===== src/rtl/pps_eq_pkg.sv =====
package pps_eq_pkg;

	// Free-running counter rate in Hz
	localparam longint unsigned COUNTER_HZ = 64'd100000000;

	localparam longint unsigned NS_PER_S = 64'd1000000000;
	localparam longint unsigned US_PER_S = 64'd1000000;
	localparam longint unsigned MS_PER_S = 64'd1000;
	localparam longint unsigned SILENCE_S = 64'd3;

	// APB port
	localparam int ADDR_W = 4;
	localparam int DATA_W = 32;

	// Field widths
	localparam int DLY_W = 10;
	localparam int TOL_W = 17;
	localparam int TMO_W = 16;
	localparam int TOLP_W = 27;
	localparam int LIM_W = 36;

	// ns -> ticks: floor(rx * HZ / 1e9) as rx * DELAY_MUL >> DELAY_SHIFT, exact for 10-bit rx
	localparam int DELAY_SHIFT = 40;
	localparam int DPROD_W = DELAY_SHIFT + DLY_W + 1;
	localparam logic [127:0] DELAY_MUL_WIDE =
		((128'(COUNTER_HZ) << DELAY_SHIFT) + 128'(NS_PER_S - 64'd1)) / 128'(NS_PER_S);
	localparam logic [DELAY_SHIFT:0] DELAY_MUL = DELAY_MUL_WIDE[DELAY_SHIFT:0];

	localparam logic [9:0] TOL_MUL = 10'(COUNTER_HZ / US_PER_S);
	localparam logic [19:0] TMO_MUL = 20'(COUNTER_HZ / MS_PER_S);
	localparam logic [31:0] HZ_TICKS = 32'(COUNTER_HZ);
	localparam logic [31:0] SILENCE_TICKS = 32'(COUNTER_HZ * SILENCE_S);

	typedef logic [31:0] word_t;
	typedef logic [DLY_W-1:0] dly_t;
	typedef logic [TOL_W-1:0] tol_t;
	typedef logic [TMO_W-1:0] tmo_t;
	typedef logic [LIM_W-1:0] lim_t;

	typedef enum logic [0:0] {
		OP_EDGE = 1'b0,
		OP_TICK = 1'b1
	} op_e;

	typedef enum logic [1:0] {
		REG_RX_DELAY = 2'd0,
		REG_EDGE_TOL = 2'd1,
		REG_INFO_TMO = 2'd2
	} reg_idx_e;

	typedef struct packed {
		dly_t rx_delay_ns;
		tol_t edge_tolerance_us;
		tmo_t info_timeout_ms;
	} cfg_t;

	localparam cfg_t CFG_RESET = '{rx_delay_ns: 10'd60, edge_tolerance_us: 17'd100,
		info_timeout_ms: 16'd500};

	// Thresholds in counter ticks, derived from the config registers
	typedef struct packed {
		dly_t delay;
		word_t win_lo;
		word_t win_hi;
		lim_t tmo_limit;
	} thr_t;

	typedef struct packed {
		logic published;
		word_t edge_time;
		word_t edge_width;
		logic width_valid;
		logic edge_pending;
		word_t edge_error_count;
		word_t edge_recv_count;
		word_t info_timeout_count;
	} res_t;

	function automatic thr_t derive_thr(cfg_t cfg);
		logic [DPROD_W-1:0] dprod;
		logic [TOLP_W-1:0] tol;
		word_t tol_w;
		thr_t r;
		dprod = DPROD_W'(cfg.rx_delay_ns) * DPROD_W'(DELAY_MUL);
		r.delay = dprod[DELAY_SHIFT +: DLY_W];
		tol = TOLP_W'(cfg.edge_tolerance_us) * TOLP_W'(TOL_MUL);
		tol_w = 32'(tol);
		// lower bound saturates at zero
		r.win_lo = (tol_w >= HZ_TICKS) ? '0 : HZ_TICKS - tol_w;
		r.win_hi = HZ_TICKS + tol_w;
		r.tmo_limit = LIM_W'(cfg.info_timeout_ms) * LIM_W'(TMO_MUL);
		return r;
	endfunction

endpackage


===== src/rtl/pps_eq_if.sv =====
// Input item channel
interface pps_eq_in_if;
	logic valid;
	logic ready;
	pps_eq_pkg::op_e opcode;
	pps_eq_pkg::word_t capture_time;
	pps_eq_pkg::word_t now_time;
	logic info_ready;

	modport source (output valid, output opcode, output capture_time, output now_time,
		output info_ready, input ready);
	modport sink (input valid, input opcode, input capture_time, input now_time,
		input info_ready, output ready);
endinterface

// Result item channel
interface pps_eq_out_if;
	logic valid;
	logic ready;
	logic published;
	pps_eq_pkg::word_t edge_time;
	pps_eq_pkg::word_t edge_width;
	logic width_valid;
	logic edge_pending;
	pps_eq_pkg::word_t edge_error_count;
	pps_eq_pkg::word_t edge_recv_count;
	pps_eq_pkg::word_t info_timeout_count;

	modport source (output valid, output published, output edge_time, output edge_width,
		output width_valid, output edge_pending, output edge_error_count,
		output edge_recv_count, output info_timeout_count, input ready);
	modport sink (input valid, input published, input edge_time, input edge_width,
		input width_valid, input edge_pending, input edge_error_count,
		input edge_recv_count, input info_timeout_count, output ready);
endinterface


===== src/rtl/pps_edge_qualifier_top.sv =====
// An accepted input transaction passes through the input register, then the result
// register, before its result is presented.
// Throughput: one transaction per cycle unless result.ready is low with a result held;
// the state update is subtract-and-compare logic between the input and result registers.
// Reset (arst_n low): edge state and tallies clear to zero, config registers return
// to their defaults; a transaction held in the input or result register is dropped.
module pps_edge_qualifier_top (
	input  logic clk,
	input  logic arst_n,
	pps_eq_in_if.sink item,
	pps_eq_out_if.source result,
	input  logic psel,
	input  logic penable,
	input  logic pwrite,
	input  logic [pps_eq_pkg::ADDR_W-1:0] paddr,
	input  logic [pps_eq_pkg::DATA_W-1:0] pwdata,
	output logic [pps_eq_pkg::DATA_W-1:0] prdata,
	output logic pready
);
	import pps_eq_pkg::*;

	thr_t thr;

	// Config registers and derived tick thresholds
	pps_eq_cfg u_cfg (
		.clk(clk),
		.arst_n(arst_n),
		.psel(psel),
		.penable(penable),
		.pwrite(pwrite),
		.paddr(paddr),
		.pwdata(pwdata),
		.prdata(prdata),
		.pready(pready),
		.thr(thr)
	);

	// Edge qualification datapath
	pps_eq_core u_core (
		.clk(clk),
		.arst_n(arst_n),
		.thr(thr),
		.item(item),
		.result(result)
	);

endmodule


===== src/rtl/pps_eq_cfg.sv =====
module pps_eq_cfg (
	input  logic clk,
	input  logic arst_n,
	input  logic psel,
	input  logic penable,
	input  logic pwrite,
	input  logic [pps_eq_pkg::ADDR_W-1:0] paddr,
	input  logic [pps_eq_pkg::DATA_W-1:0] pwdata,
	output logic [pps_eq_pkg::DATA_W-1:0] prdata,
	output logic pready,
	output pps_eq_pkg::thr_t thr
);
	import pps_eq_pkg::*;

	cfg_t cfg_q;
	thr_t thr_q;
	logic wr_en;
	reg_idx_e idx;

	assign pready = 1'b1;
	assign wr_en = psel & penable & pwrite;
	assign idx = reg_idx_e'(paddr[3:2]);

	// Register writes
	always_ff @(posedge clk or negedge arst_n) begin
		if (!arst_n) begin
			cfg_q <= CFG_RESET;
		end else if (wr_en) begin
			unique case (idx)
				REG_RX_DELAY: cfg_q.rx_delay_ns <= pwdata[DLY_W-1:0];
				REG_EDGE_TOL: cfg_q.edge_tolerance_us <= pwdata[TOL_W-1:0];
				REG_INFO_TMO: cfg_q.info_timeout_ms <= pwdata[TMO_W-1:0];
				default: ;
			endcase
		end
	end

	// Tick thresholds, registered: they follow the config registers in the next cycle
	always_ff @(posedge clk or negedge arst_n) begin
		if (!arst_n) begin
			thr_q <= derive_thr(CFG_RESET);
		end else begin
			thr_q <= derive_thr(cfg_q);
		end
	end

	assign thr = thr_q;

	// Read back
	always_comb begin
		unique case (idx)
			REG_RX_DELAY: prdata = DATA_W'(cfg_q.rx_delay_ns);
			REG_EDGE_TOL: prdata = DATA_W'(cfg_q.edge_tolerance_us);
			REG_INFO_TMO: prdata = DATA_W'(cfg_q.info_timeout_ms);
			default: prdata = '0;
		endcase
	end

endmodule


===== src/rtl/pps_eq_core.sv =====
module pps_eq_core (
	input  logic clk,
	input  logic arst_n,
	input  pps_eq_pkg::thr_t thr,
	pps_eq_in_if.sink item,
	pps_eq_out_if.source result
);
	import pps_eq_pkg::*;

	// Input register
	logic valid_s1;
	op_e opcode_s1;
	word_t capture_s1;
	word_t now_s1;
	logic info_ready_s1;

	// Qualifier state
	word_t last_edge_q;
	logic pending_q;
	word_t width_q;
	logic width_ok_q;
	word_t err_q;
	word_t recv_q;
	word_t tmo_q;

	// Result register
	logic out_valid_q;
	res_t out_q;

	logic advance;
	word_t edge_t;
	word_t diff;
	word_t since;
	logic in_win;
	res_t nxt;

	// Handshake: s1 drains into the result register when it is empty or being taken
	assign advance = valid_s1 & (~out_valid_q | result.ready);
	assign item.ready = ~valid_s1 | advance;

	always_ff @(posedge clk or negedge arst_n) begin
		if (!arst_n) begin
			valid_s1 <= 1'b0;
		end else if (item.ready) begin
			valid_s1 <= item.valid;
		end
	end

	always_ff @(posedge clk) begin
		if (item.valid && item.ready) begin
			opcode_s1 <= item.opcode;
			capture_s1 <= item.capture_time;
			now_s1 <= item.now_time;
			info_ready_s1 <= item.info_ready;
		end
	end

	// Interval checks, all modulo 2^32
	assign edge_t = capture_s1 - 32'(thr.delay);
	assign diff = edge_t - last_edge_q;
	assign since = now_s1 - last_edge_q;
	assign in_win = (diff > thr.win_lo) && (diff < thr.win_hi);

	// Next state, which is also the result
	always_comb begin
		nxt.published = 1'b0;
		nxt.edge_time = last_edge_q;
		nxt.edge_width = width_q;
		nxt.width_valid = width_ok_q;
		nxt.edge_pending = pending_q;
		nxt.edge_error_count = err_q;
		nxt.edge_recv_count = recv_q;
		nxt.info_timeout_count = tmo_q;
		unique case (opcode_s1)
			OP_EDGE: begin
				if (pending_q) begin
					if (in_win) begin
						nxt.edge_width = diff;
						nxt.width_valid = 1'b1;
					end else begin
						nxt.width_valid = 1'b0;
						nxt.edge_error_count = err_q + 32'd1;
					end
				end
				nxt.edge_time = edge_t;
				nxt.edge_pending = 1'b1;
				nxt.edge_recv_count = recv_q + 32'd1;
			end
			OP_TICK: begin
				if (pending_q) begin
					if (info_ready_s1) begin
						nxt.edge_pending = 1'b0;
						nxt.published = 1'b1;
					end else if (LIM_W'(since) > thr.tmo_limit) begin
						nxt.edge_pending = 1'b0;
						nxt.info_timeout_count = tmo_q + 32'd1;
					end
				end else if (width_ok_q && (since > SILENCE_TICKS)) begin
					nxt.width_valid = 1'b0;
				end
			end
			default: ;
		endcase
	end

	// State update
	always_ff @(posedge clk or negedge arst_n) begin
		if (!arst_n) begin
			last_edge_q <= '0;
			pending_q <= 1'b0;
			width_q <= '0;
			width_ok_q <= 1'b0;
			err_q <= '0;
			recv_q <= '0;
			tmo_q <= '0;
		end else if (advance) begin
			last_edge_q <= nxt.edge_time;
			pending_q <= nxt.edge_pending;
			width_q <= nxt.edge_width;
			width_ok_q <= nxt.width_valid;
			err_q <= nxt.edge_error_count;
			recv_q <= nxt.edge_recv_count;
			tmo_q <= nxt.info_timeout_count;
		end
	end

	// Result register
	always_ff @(posedge clk or negedge arst_n) begin
		if (!arst_n) begin
			out_valid_q <= 1'b0;
		end else if (advance) begin
			out_valid_q <= 1'b1;
		end else if (result.ready) begin
			out_valid_q <= 1'b0;
		end
	end

	always_ff @(posedge clk) begin
		if (advance) begin
			out_q <= nxt;
		end
	end

	assign result.valid = out_valid_q;
	assign result.published = out_q.published;
	assign result.edge_time = out_q.edge_time;
	assign result.edge_width = out_q.edge_width;
	assign result.width_valid = out_q.width_valid;
	assign result.edge_pending = out_q.edge_pending;
	assign result.edge_error_count = out_q.edge_error_count;
	assign result.edge_recv_count = out_q.edge_recv_count;
	assign result.info_timeout_count = out_q.info_timeout_count;

endmodule

===== src/flat_wrapper.sv =====
// flat-port wrapper written by rule: the top's interface ports become plain ports
module pps_edge_qualifier_top_flat import pps_eq_pkg::*;
  (clk, arst_n, psel, penable, pwrite, paddr, pwdata, prdata, pready, item_valid, item_opcode, item_capture_time, item_now_time, item_info_ready, item_ready, result_valid, result_published, result_edge_time, result_edge_width, result_width_valid, result_edge_pending, result_edge_error_count, result_edge_recv_count, result_info_timeout_count, result_ready);
  pps_eq_in_if item_i ();
  pps_eq_out_if result_i ();
  input  logic clk;
  input  logic arst_n;
  input  logic psel;
  input  logic penable;
  input  logic pwrite;
  input  logic [pps_eq_pkg::ADDR_W-1:0] paddr;
  input  logic [pps_eq_pkg::DATA_W-1:0] pwdata;
  output logic [pps_eq_pkg::DATA_W-1:0] prdata;
  output logic pready;
  input wire logic [$bits(item_i.valid)-1:0] item_valid;
  input wire logic [$bits(item_i.opcode)-1:0] item_opcode;
  input wire logic [$bits(item_i.capture_time)-1:0] item_capture_time;
  input wire logic [$bits(item_i.now_time)-1:0] item_now_time;
  input wire logic [$bits(item_i.info_ready)-1:0] item_info_ready;
  output wire logic [$bits(item_i.ready)-1:0] item_ready;
  output wire logic [$bits(result_i.valid)-1:0] result_valid;
  output wire logic [$bits(result_i.published)-1:0] result_published;
  output wire logic [$bits(result_i.edge_time)-1:0] result_edge_time;
  output wire logic [$bits(result_i.edge_width)-1:0] result_edge_width;
  output wire logic [$bits(result_i.width_valid)-1:0] result_width_valid;
  output wire logic [$bits(result_i.edge_pending)-1:0] result_edge_pending;
  output wire logic [$bits(result_i.edge_error_count)-1:0] result_edge_error_count;
  output wire logic [$bits(result_i.edge_recv_count)-1:0] result_edge_recv_count;
  output wire logic [$bits(result_i.info_timeout_count)-1:0] result_info_timeout_count;
  input wire logic [$bits(result_i.ready)-1:0] result_ready;
  assign item_i.valid = item_valid;
  assign item_i.opcode = item_opcode;
  assign item_i.capture_time = item_capture_time;
  assign item_i.now_time = item_now_time;
  assign item_i.info_ready = item_info_ready;
  assign item_ready = item_i.ready;
  assign result_valid = result_i.valid;
  assign result_published = result_i.published;
  assign result_edge_time = result_i.edge_time;
  assign result_edge_width = result_i.edge_width;
  assign result_width_valid = result_i.width_valid;
  assign result_edge_pending = result_i.edge_pending;
  assign result_edge_error_count = result_i.edge_error_count;
  assign result_edge_recv_count = result_i.edge_recv_count;
  assign result_info_timeout_count = result_i.info_timeout_count;
  assign result_i.ready = result_ready;
  pps_edge_qualifier_top u_core (.clk(clk), .arst_n(arst_n), .item(item_i), .result(result_i), .psel(psel), .penable(penable), .pwrite(pwrite), .paddr(paddr), .pwdata(pwdata), .prdata(prdata), .pready(pready));
endmodule

===== config.mk =====
export PLATFORM = sky130hd
export DESIGN_NAME = pps_edge_qualifier_top_flat
export DESIGN_NICKNAME = d
export VERILOG_FILES = /design/src/rtl/pps_eq_pkg.sv /design/src/rtl/pps_eq_if.sv /design/src/rtl/pps_edge_qualifier_top.sv /design/src/rtl/pps_eq_cfg.sv /design/src/rtl/pps_eq_core.sv /design/src/flat_wrapper.sv
export SDC_FILE = /design/constraint.sdc
export NUM_CORES = 1
export LEC_CHECK = 0
export ABC_AREA = 1
export BUFFER_PORTS_ARGS = -buffer_cell sky130_fd_sc_hd__buf_2
export CAP_MARGIN = 40
export CORE_MARGIN = 8
export CORE_UTILIZATION = 61
export CTS_CLUSTER_DIAMETER = 120
export DETAILED_ROUTE_END_ITERATION = 8
export PLACE_DENSITY = 0.92
export SYNTH_ARGS = -nofsm -noshare
export SYNTH_HDL_FRONTEND = slang
export SYNTH_SLANG_ARGS = --single-unit

===== constraint.sdc =====
create_clock -name clk -period 8.57 [get_ports clk]
set_input_delay 2.571 -clock clk [delete_from_list [all_inputs] [get_ports clk]]
set_output_delay 2.571 -clock clk [all_outputs]
set_load 0.02 [all_outputs]

* After elaboration in Yosys (flattened, before gate mapping)
Index checks and enable logic that the tools add are counted. Widths: inputs -> output; s select.
Storage, ports and cells: output and inout bits 198, register bits 527, logic and storage cells 83
Operators by class: bitwise logic cells 8, multiplexer cells 21, reductions and logical operators 9, multiply operators 3, add/subtract/negate cells 8, order comparisons 4, equal/unequal tests 2
Operators by type and width (count):
- $mux 32 | 7
- $mux 64 | 2
- $add 32x1->32 const B | 3
- $sub 32x32->32 | 2
- $pmux 17 s3 | 1
- $mul 10x36->46 const B | 1
- $gt 32x33->1 | 1
- $mux 33 | 1
- $gt 32x29->1 const B | 1
- $gt 32x32->1 | 1
- $lt 32x28->1 | 1
- $sub 32x7->32 | 1
- $add 27x24->28 const A | 1
- $mul 16x12->28 const B | 1
- $sub 27x24->28 const A | 1
- $mul 17x5->22 const B | 1
- $mux 1 | 9
- $reduce_and 2->1 | 4
- $pmux 2 s2 | 1
- $and 1x1->1 | 3
- $logic_and 1x1->1 | 3
- $not 1->1 | 3
- $eq 2x1->1 const B | 1
- $eq 2x2->1 const B | 1
- 3 further kinds | 4

* Logic depth before layout (Yosys ltp)
depth after elaboration 7, mapped depth 45, gate-level depth less buffers 44

* Cells and area by module
Synthesis repeated with hierarchy kept, for this count alone.
Second synthesis, totals: cell total of the unflattened synthesis 4635, area total of the unflattened synthesis 37470.9 um^2
By module, submodules not included:
- pps_eq_core | sequential area each 10980.5 um^2, area an instance 24529.8 um^2, times used 1, cells an instance 3099
- pps_eq_cfg | sequential area each 3168.0 um^2, area an instance 12941.2 um^2, times used 1, cells an instance 1536

* Worst setup path before layout
OpenSTA, ideal clock, no wires.
path kind input to register, start input result_ready, end register u_core.u_core.out_q (netlist bit u_core.u_core.result.edge_error_count[0]) (enable), arrival time 7.793 ns, required time 7.979 ns, slack 0.186 ns, cell stages on the path 6, cell sequence inv_1 -> nand2_1 -> nand2_1 -> clkinv_1 -> clkbuf_1 -> clkbuf_1
On the way: cells in the longest elaborated chain, start to end 2
RTL lines:
- start: declaration | RTL line flat_wrapper.sv:30 | input wire logic [$bits(result_i.ready)-1:0] result_ready;
- $or 1x1->1 | RTL line pps_eq_core.sv:38 | assign advance = valid_s1 & (~out_valid_q | result.ready);
- $and 1x1->1 | RTL line pps_eq_core.sv:38
- named net u_core.u_core.advance | RTL line pps_eq_core.sv:30 | logic advance;
- end signal: assignment | RTL line pps_eq_core.sv:140 | out_q <= nxt;
- end: declaration | RTL line pps_eq_core.sv:28 | res_t out_q;
The timed path passes the listed nets, and every way through them passes these cells. A chain may end at the register's enable or synchronous reset.

==> metrics.log <==
[metrics] total via count after detailed routing: roughly 30000
[metrics] count of mapped cells out of synthesis: 4170
[metrics] first-pass detailed-route iteration total: 6
[metrics] relative slew slack: 0.3096
[metrics] main area contributors after synthesis: edfxtp_1, dfrtp_1, ha_1
[metrics] maximum clock path buffer count: 3
[metrics] vertical extent of the die: 256.4 um
[metrics] fraction of layout instances using a drive strength above 1: 0.1068
[metrics] area fraction in compound gates after synthesis: 0.08064
[metrics] combinational family with the most area after synthesis: simple AND/OR/NAND/NOR gates
[metrics] multiplexer fraction of the synthesized cell area: 0
[metrics] leading post-synthesis cells by instance count: nand2_1, inv_1, ha_1, o21ai_0, dfrtp_1
[metrics] critical path startpoint: u_core.u_cfg.thr[102]$_DFF_PN1_
[metrics] Hold Path Class: flip-flop to flip-flop
[metrics] hold path start: u_core.u_cfg.cfg_q[18]$_DFFE_PN1P_
[metrics] max frequency: ~140 MHz
[metrics] quantity of I/O buffers inserted on ports: roughly 270
[metrics] result of the run: finished clean
[metrics] Setup crit start kind: flip-flop
[metrics] max-slew violation total from the final report: 0
[metrics] fill cell total of the finished layout: around 4100
[metrics] number of enable-type register cells in the synthesized netlist: 229
[metrics] Worst Skew: between 0.05 and 0.06 ns
[metrics] crit path max-delay cell type: buf_4
[metrics] combined global-route utilization of all metal layers: 0.2910
[metrics] Core Footprint: between 50000 and 60000 um2
[metrics] adder and majority cell fraction of the synthesized area: 0.1836
[metrics] max capacitance violation total: 0
[metrics] worst-path fanout max: 58
[metrics] simple-gate portion of the synthesized area: 0.1886
[metrics] Yosys Warn Count: 0
[metrics] Final Wtd Congestion: around 0.99
[metrics] post-CTS clock slew at the launch and capture registers of the worst setup and hold paths: 0.06 ns
[metrics] data required time of the critical path: between 9 and 10 ns
[metrics] Final WS setup: 1.535 ns
[metrics] Resized Gates After CTS: 0
[metrics] Post-Layout Cell Count: approximately 5300
[metrics] maximum level of the CTS H-tree: 2
[metrics] number of hold buffers added after cts: 0
[metrics] num ports: a little over 300
[metrics] DRC Markers: 0
[metrics] clock buffers created by TritonCTS: 55
[metrics] arrival time worst endpoint: between 7 and 8 ns
[metrics] DPL Wire Length: 72700 um
[metrics] xor/xnor cell area share of the yosys netlist: 0.05212
[metrics] Post CTS Setup Buffer Count: 0
[metrics] startpoint-to-endpoint class of the critical path: flip-flop to flip-flop
[metrics] LEAKAGE: roughly 20 nW
[metrics] number of cells after detailed placement: approximately 5200
[metrics] Post-Syn Area per Cell: ~8.5 um2
[metrics] number of antenna violations at the first check in global routing: 2
[metrics] power density over the cells: ~430 nW/um2
[metrics] starting density of the core: 0.6136
[metrics] overall power of the completed layout: approximately 17 mW
[metrics] Sinks on Clock Net: 517
[metrics] DRC marker count from the first detailed-route iteration: ~2700
[metrics] routed wirelength normalized by instance count: 18.61 um
[metrics] total wire length after detailed routing: 97930 um
[metrics] row count: 88
[metrics] final net count: between 5000 and 6000
[metrics] cell type with the highest occurrence count on the critical path: nand2_1
[metrics] CTS tree: built
[metrics] Most used DFF post-synth: dfrtp_1
[metrics] number of synthesized register bits: 517
[metrics] Synth top area share: 0.1950
[metrics] proportion of synthesized chip area in sequential cells: 0.4012
[metrics] setup_tns: 0 ns
[metrics] Setup Viol. Count Final: 0
[metrics] footprint of the multi-input gates: ~18000 um2
[metrics] vias in the first global route: roughly 30000
[metrics] Die Wd: around 260 um
[metrics] crit end category: flip-flop
[metrics] post-layout minimum cycle time: 7.035 ns
[metrics] overall die area: 65760 um2
[metrics] clock root buffer: clkbuf_16
[metrics] first-pass GRT wire length: between 150000 and 200000 um
[metrics] critical register-to-register path startpoint: u_core.u_cfg.thr[102]$_DFF_PN1_
[metrics] final worst-path cycle share: 0.8209
[metrics] maximum number of pins on one net before global-route repair: 241
[metrics] footprint of the flip-flops and latches: roughly 14000 um2
[metrics] biggest area consumer among synthesized cells: edfxtp_1
[metrics] Synth-to-Final Area Change: 11.57%
[metrics] post-synthesis cell type count: 56
[metrics] worst voltage drop across the vdd grid: about 0.34 mV
[metrics] largest incremental delay on the critical path: between 0.5 and 0.6 ns
[metrics] Final ANT Viol Nets: 0
[metrics] hold violation total from the final report: 0
[metrics] fraction of registers with async set/reset: 0.5571
[metrics] number of vias per cell: approximately 5.7
[metrics] Netlist Area Pre-Place: roughly 35000 um2
[metrics] worst skew pair latency: 0.65 ns
[metrics] count leader, synth: nand2_1
[metrics] RSZ-0062 raised after global routing: false
[metrics] worst-margin pin slew: between 1 and 1.5 ns
[metrics] pre-CTS setup slack: between 1.5 and 2 ns
[metrics] total congestion overflow: 0
## final timing paths
kind	to	slack (ns)	cells past startpoint
max	u_core.u_core.width_q[15]$_DFFE_PN0P_	1.53	37
min	u_core.u_cfg.thr[40]$_DFF_PN1_	0.44	0
max reg2reg	u_core.u_core.width_q[15]$_DFFE_PN0P_	1.53	37
min reg2reg	u_core.u_cfg.thr[40]$_DFF_PN1_	0.44	0
max in group asynchronous	u_core.u_cfg.thr[38]$_DFF_PN0_	5.37	2
min in group asynchronous	u_core.u_core.last_edge_q[29]$_DFFE_PN0P_	1.89	1
## kinds of logic after synthesis
group / Yosys count
AOI/OAI and AO/OA: 524
xor gates and xnor gates: 209
adders and majority gates: 464
buffers and inverters: 854
DFF: 517
other: 2
and+or+nand+nor: 1600
## routing by layer
metal,track usage,vias to the layer above,wire (um)
li1,-,13911,-
met1,0.3603,14010,37410
met2,0.4796,1640,45160
met3,0.05264,357,9096
met4,0.1634,2,6241
met5,0,-,13
## cell usage in the layout (no fill, tap or decap), drive strengths merged, types with 2 or more instances in the layout
cell type	n
and2	8
a31o	2
a21boi	9
clkbuf	79
o211ai	11
xor2	149
and3	2
nor4	22
edfxtp	229
clkinvlp	2
nand3	165
o22ai	2
o31ai	2
dfrtp	236
diode	2
nand3b	10
nand4	53
inv	779
clkinv	16
o21ai	304
o21a	4
fa	89
xnor2	60
or2	4
a21o	8
o221ai	2
a21oi	149
ha	375
nor3	62
o21bai	13
bufinv	4
conb	16
nand2	1045
buf	285
nor2	227
dfstp	52
a31oi	14
## critical path, delay by kind of cell, from the launching register on
| family | cells | cell delay, ns |
|---|---|---|
| AOI/OAI and AO/OA | 5 | 0.76 |
| buffers and inverters | 4 | 0.74 |
| and+or+nand+nor | 23 | 3.22 |
| adders and majority gates | 3 | 0.95 |
| DFF | 1 | 0.52 |
| xor gates and xnor gates | 2 | 0.68 |
## flip-flops by register name, summed over array words and instances, names as in the netlist, 32 cells and up
register                                 count
u_core.u_core.capture_s1                    32
u_core.u_core.result.edge_recv_count        32
u_core.u_core.tmo_q                         32
u_core.u_cfg.cfg_q                          43
u_core.u_core.result.info_timeout_count     32
u_core.u_core.last_edge_q                   32
u_core.u_core.result.edge_time              32
u_core.u_core.width_q                       32
u_core.u_cfg.thr                            81
u_core.u_core.recv_q                        32
u_core.u_core.now_s1                        32
u_core.u_core.result.edge_width             32
u_core.u_core.result.edge_error_count       32
u_core.u_core.err_q                         32
## final cells by class
cell class | instances | area share
multi-input combinational | 2813 | 0.4542
sequential | 517 | 0.3596
inverter | 776 | 0.07422
clock buffer | 79 | 0.04035
timing repair buffer | 285 | 0.03943
tap | 765 | 0.02433
clock inverter | 25 | 0.007791
antenna | 2 | 0.0001272
## through the flow
step                      hold slack [ns]    util  cell area (um2)
after CTS                          0.4347  0.6845            39340
after global placement             0.4191  0.6499            37350
final                              0.4408  0.6846            39350
after floorplan                    0.3884       -            35320
after detailed placement           0.4231  0.6516            37450
after global routing               0.4383  0.6845            39340
## where the power goes
| part | switching [mW] | internal, mW |
|---|---|---|
| clock | 1.05 | 1.42 |
| sequential | 0.384 | 3.51 |
| combinational | 6.92 | 3.59 |
No activity file was read; power rests on OpenSTA's default activity.
